`config.mk`:
```
export PLATFORM = sky130hd
export DESIGN_NAME = page_frame_replacement
export DESIGN_NICKNAME = d
export VERILOG_FILES = /design/src/rtl/core/pfr_pkg.sv /design/src/rtl/core/pfr_ctrl.sv /design/src/rtl/core/pfr_datapath.sv /design/src/rtl/core/page_frame_replacement.sv
export SDC_FILE = /design/constraint.sdc
export NUM_CORES = 1
export LEC_CHECK = 0
export BUFFER_PORTS_ARGS = -buffer_cell sky130_fd_sc_hd__buf_2
export CORE_MARGIN = 5
export CORE_UTILIZATION = 28
export CTS_CLUSTER_SIZE = 30
export DETAILED_ROUTE_END_ITERATION = 12
export SYNTH_ARGS = -nofsm -noshare
export SYNTH_HDL_FRONTEND = slang
export SYNTH_SLANG_ARGS = --single-unit
```
`constraint.sdc`:
```
create_clock -name clock -period 10 [get_ports clock]
set_input_delay 1 -clock clock [delete_from_list [all_inputs] [get_ports clock]]
set_output_delay 1 -clock clock [all_outputs]
set_load 0.005 [all_outputs]
```
`src/rtl/core/pfr_pkg.sv`:
```
package pfr_pkg;

   localparam int ADDR_W   = 20;
   localparam int PAGE_W   = 14;
   localparam int OFFSET_W = 7;
   localparam int FRAME_W  = 3;
   localparam int TIME_W   = 16;
   localparam logic [TIME_W-1:0] TIME_MAX = '1;

   typedef struct packed {
      logic [ADDR_W-1:0] address;
      logic              start_run;
   } req_type;

   typedef struct packed {
      logic [PAGE_W-1:0]   page_number;
      logic [OFFSET_W-1:0] page_offset;
      logic                hit;
      logic                replaced;
      logic [FRAME_W-1:0]  frame_index;
      logic [TIME_W-1:0]   fault_count;
   } rsp_type;

   typedef struct packed {
      logic [PAGE_W-1:0] page;
      logic [TIME_W-1:0] load_time;
      logic [TIME_W-1:0] use_time;
   } frame_entry_type;

   typedef enum logic [2:0] {
      ST_IDLE,
      ST_QUOTIENT,
      ST_PRODUCT,
      ST_SCAN,
      ST_COMMIT
   } state_type;

   typedef struct packed {
      logic capture;
      logic quotient;
      logic product;
      logic scan_step;
      logic commit;
   } pfr_cmd_type;

   typedef struct packed {
      logic scan_last;
   } pfr_status_type;

endpackage

```
`src/rtl/core/pfr_ctrl.sv`:
```
module pfr_ctrl
   import pfr_pkg::*;
(
   input  logic           clock,
   input  logic           reset,
   input  logic           req_valid,
   output logic           req_ready,
   output logic           rsp_valid,
   input  logic           rsp_ready,
   input  pfr_status_type status,
   output pfr_cmd_type    cmd
);

   state_type state_ff, state_in;
   logic      rsp_valid_ff, rsp_valid_in;
   logic      out_free;

   assign out_free = !rsp_valid_ff || rsp_ready;

   always_comb begin
      state_in = state_ff;
      case (state_ff)
         ST_IDLE: begin
            if (req_valid) state_in = ST_QUOTIENT;
         end
         ST_QUOTIENT: state_in = ST_PRODUCT;
         ST_PRODUCT:  state_in = ST_SCAN;
         ST_SCAN: begin
            if (status.scan_last) state_in = ST_COMMIT;
         end
         ST_COMMIT: begin
            if (out_free) state_in = ST_IDLE;
         end
         default: state_in = ST_IDLE;
      endcase
   end

   always_comb begin
      cmd       = '0;
      req_ready = 1'b0;
      case (state_ff)
         ST_IDLE: begin
            req_ready   = 1'b1;
            cmd.capture = req_valid;
         end
         ST_QUOTIENT: cmd.quotient  = 1'b1;
         ST_PRODUCT:  cmd.product   = 1'b1;
         ST_SCAN:     cmd.scan_step = 1'b1;
         ST_COMMIT:   cmd.commit    = out_free;
         default: begin
            cmd       = '0;
            req_ready = 1'b0;
         end
      endcase
   end

   always_comb begin
      rsp_valid_in = rsp_valid_ff;
      if (cmd.commit) begin
         rsp_valid_in = 1'b1;
      end else if (rsp_ready) begin
         rsp_valid_in = 1'b0;
      end
   end

   always_ff @(posedge clock) begin
      if (reset) begin
         state_ff     <= ST_IDLE;
         rsp_valid_ff <= 1'b0;
      end else begin
         state_ff     <= state_in;
         rsp_valid_ff <= rsp_valid_in;
      end
   end

   assign rsp_valid = rsp_valid_ff;

endmodule

```
`src/rtl/core/pfr_datapath.sv`:
```
module pfr_datapath
   import pfr_pkg::*;
#(
   parameter int FRAME_COUNT = 5,
   parameter int PAGE_BYTES  = 100
) (
   input  logic           clock,
   input  logic           reset,
   input  logic           csr_write_en,
   input  logic           csr_write_data,
   input  req_type        req_data,
   input  pfr_cmd_type    cmd,
   output pfr_status_type status,
   output rsp_type        rsp_data
);

   localparam int IDX_W     = (FRAME_COUNT > 1) ? $clog2(FRAME_COUNT) : 1;
   localparam int FILL_W    = $clog2(FRAME_COUNT + 1);
   localparam int DIV_LOG   = $clog2(PAGE_BYTES);
   localparam int DIV_SHIFT = ADDR_W + DIV_LOG;
   localparam int RECIP_W   = 22;
   localparam int DIVC_W    = 17;
   localparam logic [63:0] RECIP_FULL =
      ((64'd1 << DIV_SHIFT) + 64'(PAGE_BYTES) - 64'd1) / 64'(PAGE_BYTES);
   localparam logic [RECIP_W-1:0] RECIP  = RECIP_FULL[RECIP_W-1:0];
   localparam logic [DIVC_W-1:0]  DIVC   = DIVC_W'(PAGE_BYTES);
   localparam logic [FILL_W-1:0]  FILL_MAX = FILL_W'(FRAME_COUNT);
   localparam logic [IDX_W-1:0]   IDX_LAST = IDX_W'(FRAME_COUNT - 1);

   // Run state and mode.
   logic              mode_ff;
   logic [FILL_W-1:0] filled_ff, filled_in;
   logic [TIME_W-1:0] time_ff, time_in;
   logic [TIME_W-1:0] faults_ff, faults_in;

   // Arithmetic for the page split.
   logic [ADDR_W-1:0]         addr_ff;
   logic [ADDR_W-1:0]         quot_ff;
   logic [ADDR_W-1:0]         qd_ff;
   logic [ADDR_W+RECIP_W-1:0] recip_prod;
   logic [ADDR_W+DIVC_W-1:0]  qd_prod;
   logic [ADDR_W-1:0]         offset;

   // Table scan.
   frame_entry_type   table_ff [FRAME_COUNT];
   frame_entry_type   entry;
   logic [IDX_W-1:0]  scan_idx_ff;
   logic              hit_ff;
   logic [IDX_W-1:0]  hit_idx_ff;
   logic [IDX_W-1:0]  best_idx_ff;
   logic [TIME_W-1:0] best_stamp_ff;
   logic [TIME_W-1:0] stamp;
   logic              entry_used;

   // Commit.
   logic                full;
   logic [IDX_W-1:0]    win_idx;
   logic [IDX_W+2:0]    win_ext;
   frame_entry_type     new_entry;
   rsp_type             rsp_ff, rsp_in;

   always_ff @(posedge clock) begin
      if (reset) begin
         mode_ff <= 1'b0;
      end else if (csr_write_en) begin
         mode_ff <= csr_write_data;
      end
   end

   // The reciprocal is rounded up with enough fraction bits that the
   // quotient is exact for every 20-bit address.
   assign recip_prod = (ADDR_W+RECIP_W)'(addr_ff) * (ADDR_W+RECIP_W)'(RECIP);
   assign qd_prod    = (ADDR_W+DIVC_W)'(quot_ff) * (ADDR_W+DIVC_W)'(DIVC);
   assign offset     = addr_ff - qd_ff;

   always_ff @(posedge clock) begin
      if (cmd.capture)  addr_ff <= req_data.address;
      if (cmd.quotient) quot_ff <= ADDR_W'(recip_prod >> DIV_SHIFT);
      if (cmd.product)  qd_ff   <= qd_prod[ADDR_W-1:0];
   end

   assign entry      = table_ff[scan_idx_ff];
   assign stamp      = mode_ff ? entry.use_time : entry.load_time;
   assign entry_used = FILL_W'(scan_idx_ff) < filled_ff;
   assign status.scan_last = scan_idx_ff == IDX_LAST;

   always_ff @(posedge clock) begin
      if (cmd.product) begin
         scan_idx_ff <= '0;
         hit_ff      <= 1'b0;
      end else if (cmd.scan_step) begin
         scan_idx_ff <= scan_idx_ff + 1'b1;
         if (!hit_ff && entry_used && entry.page == quot_ff[PAGE_W-1:0]) begin
            hit_ff     <= 1'b1;
            hit_idx_ff <= scan_idx_ff;
         end
         // Strict compare keeps the lowest index on equal stamps.
         if (scan_idx_ff == '0 || stamp < best_stamp_ff) begin
            best_idx_ff   <= scan_idx_ff;
            best_stamp_ff <= stamp;
         end
      end
   end

   assign full = filled_ff == FILL_MAX;

   always_comb begin
      if (hit_ff) begin
         win_idx = hit_idx_ff;
      end else if (full) begin
         win_idx = best_idx_ff;
      end else begin
         win_idx = filled_ff[IDX_W-1:0];
      end
      win_ext = {3'b000, win_idx};

      new_entry           = table_ff[win_idx];
      new_entry.use_time  = time_ff;
      if (!hit_ff) begin
         new_entry.page      = quot_ff[PAGE_W-1:0];
         new_entry.load_time = time_ff;
      end
   end

   always_comb begin
      filled_in = filled_ff;
      time_in   = time_ff;
      faults_in = faults_ff;
      if (cmd.capture && req_data.start_run) begin
         filled_in = '0;
         time_in   = '0;
         faults_in = '0;
      end else if (cmd.commit) begin
         if (!hit_ff && !full) filled_in = filled_ff + 1'b1;
         if (!hit_ff && full && faults_ff != TIME_MAX) faults_in = faults_ff + 1'b1;
         if (time_ff != TIME_MAX) time_in = time_ff + 1'b1;
      end
   end

   always_comb begin
      rsp_in.page_number = quot_ff[PAGE_W-1:0];
      rsp_in.page_offset = offset[OFFSET_W-1:0];
      rsp_in.hit         = hit_ff;
      rsp_in.replaced    = !hit_ff && full;
      rsp_in.frame_index = win_ext[FRAME_W-1:0];
      rsp_in.fault_count = faults_in;
   end

   always_ff @(posedge clock) begin
      if (reset) begin
         filled_ff <= '0;
         time_ff   <= '0;
         faults_ff <= '0;
      end else begin
         filled_ff <= filled_in;
         time_ff   <= time_in;
         faults_ff <= faults_in;
      end
   end

   always_ff @(posedge clock) begin
      if (cmd.commit) begin
         table_ff[win_idx] <= new_entry;
         rsp_ff            <= rsp_in;
      end
   end

   assign rsp_data = rsp_ff;

endmodule

```
`src/rtl/core/page_frame_replacement.sv`:
```
// Page-frame replacement engine. Each request transaction carries a byte
// address, which is split into a page number and an offset by the page size,
// and the page is looked up in a table of FRAME_COUNT frames. A hit refreshes
// the frame's last-use time, a miss fills the next free frame, and once the
// table is full a miss evicts the oldest-loaded frame (csr_write_data = 0) or
// the least recently used frame (csr_write_data = 1), lowest index on ties;
// only evictions count as faults. Setting start_run clears the table, the
// reference time and the fault count before that reference. The result of a
// transaction is valid once the reciprocal multiply and back-multiply that
// split the address, the table scan over every frame in turn and a commit
// have run; the commit waits while an earlier result is still unaccepted.
// The block then returns to idle, so it takes no new request before it is
// through with the last one. The result sits in an output register, so the
// next request is taken while it waits. Write the mode only while idle.
module page_frame_replacement
   import pfr_pkg::*;
#(
   parameter int FRAME_COUNT = 5,
   parameter int PAGE_BYTES  = 100
) (
   input  logic    clock,
   input  logic    reset,
   input  logic    req_valid,
   output logic    req_ready,
   input  req_type req_data,
   output logic    rsp_valid,
   input  logic    rsp_ready,
   output rsp_type rsp_data,
   input  logic    csr_write_en,
   input  logic    csr_write_data
);

   pfr_cmd_type    cmd;
   pfr_status_type status;

   pfr_ctrl u_ctrl (
      .clock     (clock),
      .reset     (reset),
      .req_valid (req_valid),
      .req_ready (req_ready),
      .rsp_valid (rsp_valid),
      .rsp_ready (rsp_ready),
      .status    (status),
      .cmd       (cmd)
   );

   pfr_datapath #(
      .FRAME_COUNT (FRAME_COUNT),
      .PAGE_BYTES  (PAGE_BYTES)
   ) u_datapath (
      .clock          (clock),
      .reset          (reset),
      .csr_write_en   (csr_write_en),
      .csr_write_data (csr_write_data),
      .req_data       (req_data),
      .cmd            (cmd),
      .status         (status),
      .rsp_data       (rsp_data)
   );

endmodule

```
==> impl_metrics.prom <==
# TYPE chip_impl_metric gauge
chip_impl_info{name="run_status",value="finished clean"} 1
chip_impl_metric{name="cts_resized",unit=""} 0
chip_impl_metric{name="vias",unit=""} 12610
chip_impl_metric{name="path_max_fanout",unit=""} 9
chip_impl_metric{name="die_h",unit="um"} 292.7
chip_impl_info{name="worst_hold_startpoint",value="u_ctrl.rsp_valid$_SDFFE_PP0P_"} 1
chip_impl_metric{name="effective_utilization_at_floorplan",unit="%"} 28.29
chip_impl_info{name="criticalPathCategory",value="flop to flop"} 1
chip_impl_metric{name="postSynthAreaPerCell",unit="um2"} 13.48
chip_impl_metric{name="ys_seq_area_share",unit="%"} 48.88
chip_impl_metric{name="numClockSinks",unit=""} 380
chip_impl_metric{name="clock.fmax",unit="MHz"} 147.9
chip_impl_metric{name="grt_pass1_wl",unit="mm"} 76.29
chip_impl_metric{name="post_drt_wl_per_cell",unit="um"} 17.10
chip_impl_metric{name="post_layout_nonfiller_instances",unit=""} 2843
chip_impl_metric{name="timing.final.hold_violations",unit=""} 0
chip_impl_metric{name="gpl.final_weighted_congestion",unit=""} 0.8734
chip_impl_metric{name="synth.net_count",unit=""} 2082
chip_impl_info{name="hold-path-endpoint",value="u_ctrl.rsp_valid$_SDFFE_PP0P_"} 1
chip_impl_metric{name="pwr-share-comb",unit="%"} 57.3
chip_impl_metric{name="nNetsFinal",unit=""} 2181
chip_impl_metric{name="clockPowerShare",unit="%"} 18.1
chip_impl_metric{name="grt_max_degree",unit=""} 48
chip_impl_metric{name="register_area",unit="um2"} 10950
chip_impl_metric{name="numCtsBuffers",unit=""} 41
chip_impl_metric{name="switching_power",unit="uW"} 3452
chip_impl_info{name="clock_tree.root_cell",value="clkbuf_16"} 1
chip_impl_info{name="cts_tree",value="yes"} 1
chip_impl_metric{name="worst-endpoint-arrival",unit="ns"} 7.06
chip_impl_metric{name="drt_first_pass_iters",unit=""} 5
chip_impl_metric{name="worst_slew_pin_slew",unit="ns"} 1.142
chip_impl_info{name="worst_setup_ep_type",value="flop"} 1
chip_impl_info{name="rsz0062_at_grt",value="false"} 1
chip_impl_info{name="hold_path_class",value="flop to flop"} 1
chip_impl_metric{name="insertion_delay",unit="ns"} 0.57
chip_impl_metric{name="number_of_buffers_inserted_to_repair_setup_after_cts",unit=""} 0
chip_impl_metric{name="detail_route.iter0.violations",unit=""} 666
chip_impl_info{name="critical_r2r_capture",value="u_datapath.quot_ff[12]$_DFFE_PP_"} 1
chip_impl_metric{name="worst_setup_hold_path_clk_slew",unit="ns"} 0.06
chip_impl_metric{name="place.detailed.hpwl",unit="mm"} 35.39
chip_impl_metric{name="vias_in_the_first_global_route",unit=""} 13560
chip_impl_metric{name="antenna_found_initial",unit=""} 5
chip_impl_info{name="ys_top_cells_by_area",value="edfxtp_1 (45%), ha_1 (14%), fa_1 (13%), inv_1 (5.2%), mux4_2 (4.4%)"} 1
chip_impl_metric{name="post_synth_inst_count",unit=""} 1661
chip_impl_metric{name="data_required_time_at_the_worst_endpoint",unit="ns"} 10.30
chip_impl_metric{name="synth_seq_cells",unit=""} 380
chip_impl_metric{name="p_per_area",unit="nW/um2"} 323.7
chip_impl_metric{name="async_flop_share",unit="%"} 0
chip_impl_metric{name="synthesis.area",unit="um2"} 22380
chip_impl_metric{name="die_area",unit="um2"} 85700
chip_impl_metric{name="cts_hold_buf",unit=""} 0
chip_impl_metric{name="power_frac_seq",unit="%"} 24.6
chip_impl_metric{name="regToRegSetupSlack",unit="ns"} 3.24
chip_impl_metric{name="post-route-period-util",unit="%"} 67.62
chip_impl_metric{name="std_cell_rows",unit=""} 103
chip_impl_metric{name="netlist-cell-type-count",unit=""} 61
chip_impl_metric{name="place.port_buffers",unit=""} 70
chip_impl_metric{name="r2r.worst_path.cells",unit=""} 21
chip_impl_metric{name="drc",unit=""} 0
chip_impl_metric{name="area_added_between_synthesis_and_finish",unit="%"} 13.50
chip_impl_metric{name="yosysWarnings",unit=""} 0
chip_impl_metric{name="design.core.area",unit="um2"} 79130
chip_impl_info{name="dominantRegCellSynth",value="edfxtp_1"} 1
chip_impl_metric{name="multi_input_area",unit="um2"} 10160
chip_impl_metric{name="p_sw_share",unit="%"} 41.98
chip_impl_metric{name="p_int",unit="uW"} 4771
chip_impl_metric{name="synth_top_area_share",unit="%"} 44.67
chip_impl_metric{name="io_pins",unit=""} 71
chip_impl_metric{name="post_route_cells_drive_above_1_share",unit="%"} 11.66
chip_impl_metric{name="drt-vias-per-instance",unit=""} 4.435
chip_impl_metric{name="hold-path-cell-count",unit=""} 2
chip_impl_metric{name="postRouteAntennaNets",unit=""} 0
chip_impl_info{name="critPathLaunchType",value="flop"} 1
chip_impl_metric{name="synth_edf_count",unit=""} 333
chip_impl_metric{name="htreeDepth",unit=""} 2
chip_impl_metric{name="place_ws",unit="ns"} 3.260
chip_impl_info{name="worstReg2RegStart",value="u_datapath.addr_ff[4]$_DFFE_PP_"} 1
chip_impl_metric{name="p_leak",unit="uW"} 0.01028
chip_impl_metric{name="period_needed",unit="ns"} 6.762
chip_impl_metric{name="num-fill-cells",unit=""} 7820
chip_impl_metric{name="drv.max_cap_violation_count",unit=""} 0
chip_impl_metric{name="ctsLongestPathBuffers",unit=""} 3
chip_impl_metric{name="finalPower",unit="uW"} 8223
chip_impl_metric{name="worst_slew_margin_rel",unit="%"} 23.57
chip_impl_info{name="synth_area_leader_cell",value="edfxtp_1"} 1
chip_impl_metric{name="report.final.slew_viol_count",unit=""} 0
chip_impl_metric{name="fin_skew",unit="ns"} 0.02910
chip_impl_metric{name="cell_count_after_placement",unit=""} 2767
chip_impl_metric{name="setup_tns",unit="ns"} 0
chip_impl_metric{name="layout_setup_ws",unit="ns"} 3.238
chip_impl_metric{name="routed_wirelength",unit="mm"} 48.61
chip_impl_metric{name="grt.overflow.total",unit=""} 0
chip_impl_metric{name="die_w",unit="um"} 292.7
chip_impl_metric{name="grt_usage",unit="%"} 11.30
chip_impl_metric{name="report.final.setup_viol",unit=""} 0
chip_impl_metric{name="ir_worst_vdd",unit="uV"} 405.8
-- flip-flops by register name (all words and copies together), names as in the netlist, 5 cells and up, named ones only --
name,count
u_datapath.addr_ff,20
u_datapath.best_stamp_ff,16
u_datapath.faults_ff,16
u_datapath.qd_ff,5
u_datapath.quot_ff,14
u_datapath.rsp_data,42
u_datapath.table_ff,230
u_datapath.time_ff,16
-- per-stage QoR --
step | instance area [um2] | hold WS, ns | util (%)
6_report | 25410 | 0.5182 | 32.11
2_1_floorplan | 22380 | 0.4797 | -
5_1_grt | 25400 | 0.5639 | 32.10
4_1_cts | 25400 | 0.5204 | 32.10
3_5_place_dp | 24080 | 0.5084 | 30.43
3_3_place_gp | 24080 | 0.5071 | 30.43
-- worst max path at each step --
| stage | cells after the start | end | start | slack, ns |
|---|---|---|---|---|
| after detailed placement | 21 | u_datapath.quot_ff[12]$_DFFE_PP_ | u_datapath.addr_ff[4]$_DFFE_PP_ | 3.26 |
| after global routing | 21 | u_datapath.quot_ff[12]$_DFFE_PP_ | u_datapath.addr_ff[4]$_DFFE_PP_ | 2.97 |
| final | 21 | u_datapath.quot_ff[12]$_DFFE_PP_ | u_datapath.addr_ff[4]$_DFFE_PP_ | 3.24 |
| after CTS | 21 | u_datapath.quot_ff[12]$_DFFE_PP_ | u_datapath.addr_ff[4]$_DFFE_PP_ | 3.20 |
| after global placement | 21 | u_datapath.quot_ff[12]$_DFFE_PP_ | u_datapath.addr_ff[4]$_DFFE_PP_ | 3.41 |
| after floorplan | 19 | u_datapath.quot_ff[12]$_DFFE_PP_ | u_datapath.addr_ff[12]$_DFFE_PP_ | 3.90 |
-- cell families after synthesis --
family | share of synthesized area, %
xor gates and xnor gates | 3.091
AOI/OAI and AO/OA | 3.930
buffers and inverters | 5.942
DFF | 48.88
adders and majority gates | 26.89
and+or+nand+nor | 5.595
muxes | 5.679
-- critical path: stages, from the launching register on --
cell and delay, ns:
edfxtp_1 0.65, inv_1 0.19, fa_1 0.58, inv_1 0.05
ha_1 0.19, inv_1 0.08, fa_1 0.40, fa_1 0.50
inv_1 0.06, fa_1 0.51, fa_1 0.55, inv_1 0.05
fa_1 0.50, inv_1 0.04, ha_1 0.34, and3_1 0.19
and2_1 0.15, o21ai_1 0.09, o41ai_2 0.38, a31oi_1 0.32
or4_1 0.54, o311a_1 0.14
-- placed cells by master, fill, tap and decap left out, drive strengths merged, types with 16 or more instances in the layout --
| cell | Yosys | routed |
|---|---|---|
| buf | 9 | 88 |
| xnor2 | 31 | 31 |
| nand2 | 46 | 46 |
| xor2 | 48 | 48 |
| edfxtp | 333 | 333 |
| nor2 | 81 | 81 |
| o21ai | 33 | 33 |
| inv | 313 | 316 |
| a21oi | 46 | 46 |
| nor3 | 18 | 18 |
| clkbuf | 23 | 51 |
| ha | 249 | 249 |
| clkinv | 0 | 16 |
| mux2i | 28 | 28 |
| nor2b | 22 | 22 |
| a211oi | 21 | 21 |
| nand4 | 17 | 17 |
| dfxtp | 47 | 47 |
| fa | 145 | 145 |
| mux4 | 44 | 44 |
| nand3 | 25 | 25 |
-- power groups by stage --
stage	Combinational (uW)	Sequential, uW	Clock, uW
global route	5430	2040	1600
detailed placement	4670	2060	0
floorplan	3570	2000	0
CTS	4730	2030	1540
global placement	4590	2060	0
finish	4720	2020	1480
-- cell usage after synthesis, types with 5 or more instances --
library cell and n:
edfxtp_1 333, inv_1 311, ha_1 249, fa_1 145
nor2_1 81, xor2_1 48, dfxtp_1 47, a21oi_1 46
nand2_1 46, mux4_2 44, xnor2_1 31, mux2i_1 28
nand3_1 25, clkbuf_1 23, nor2b_1 22, a211oi_1 21
nor3_1 18, o21ai_0 18, nand4_1 17, o21ai_1 15
a21o_1 7, buf_2 6, nand2b_1 6, nor3b_1 6
and3_1 5, nor4_2 5, or3_1 5
-- cell type report --
type,count,area share (%)
Sequential cell,380,43.09
Multi-Input combinational cell,936,39.99
Tap cell,1050,5.171
Inverter,313,4.624
Clock buffer,51,4.186
Timing Repair Buffer,88,1.911
Clock inverter,24,1.024
Antenna cell,1,0.009850
-- metal layers --
metal | track usage [%] | wire length [um] | up-vias
li1 | - | - | 5975
met1 | 14.02 | 20580 | 6329
met2 | 20.05 | 24490 | 224
met3 | 2.131 | 2157 | 82
met4 | 3.383 | 1392 | 0
met5 | 0 | 0 | -
(Power assumes the default switching activity.)
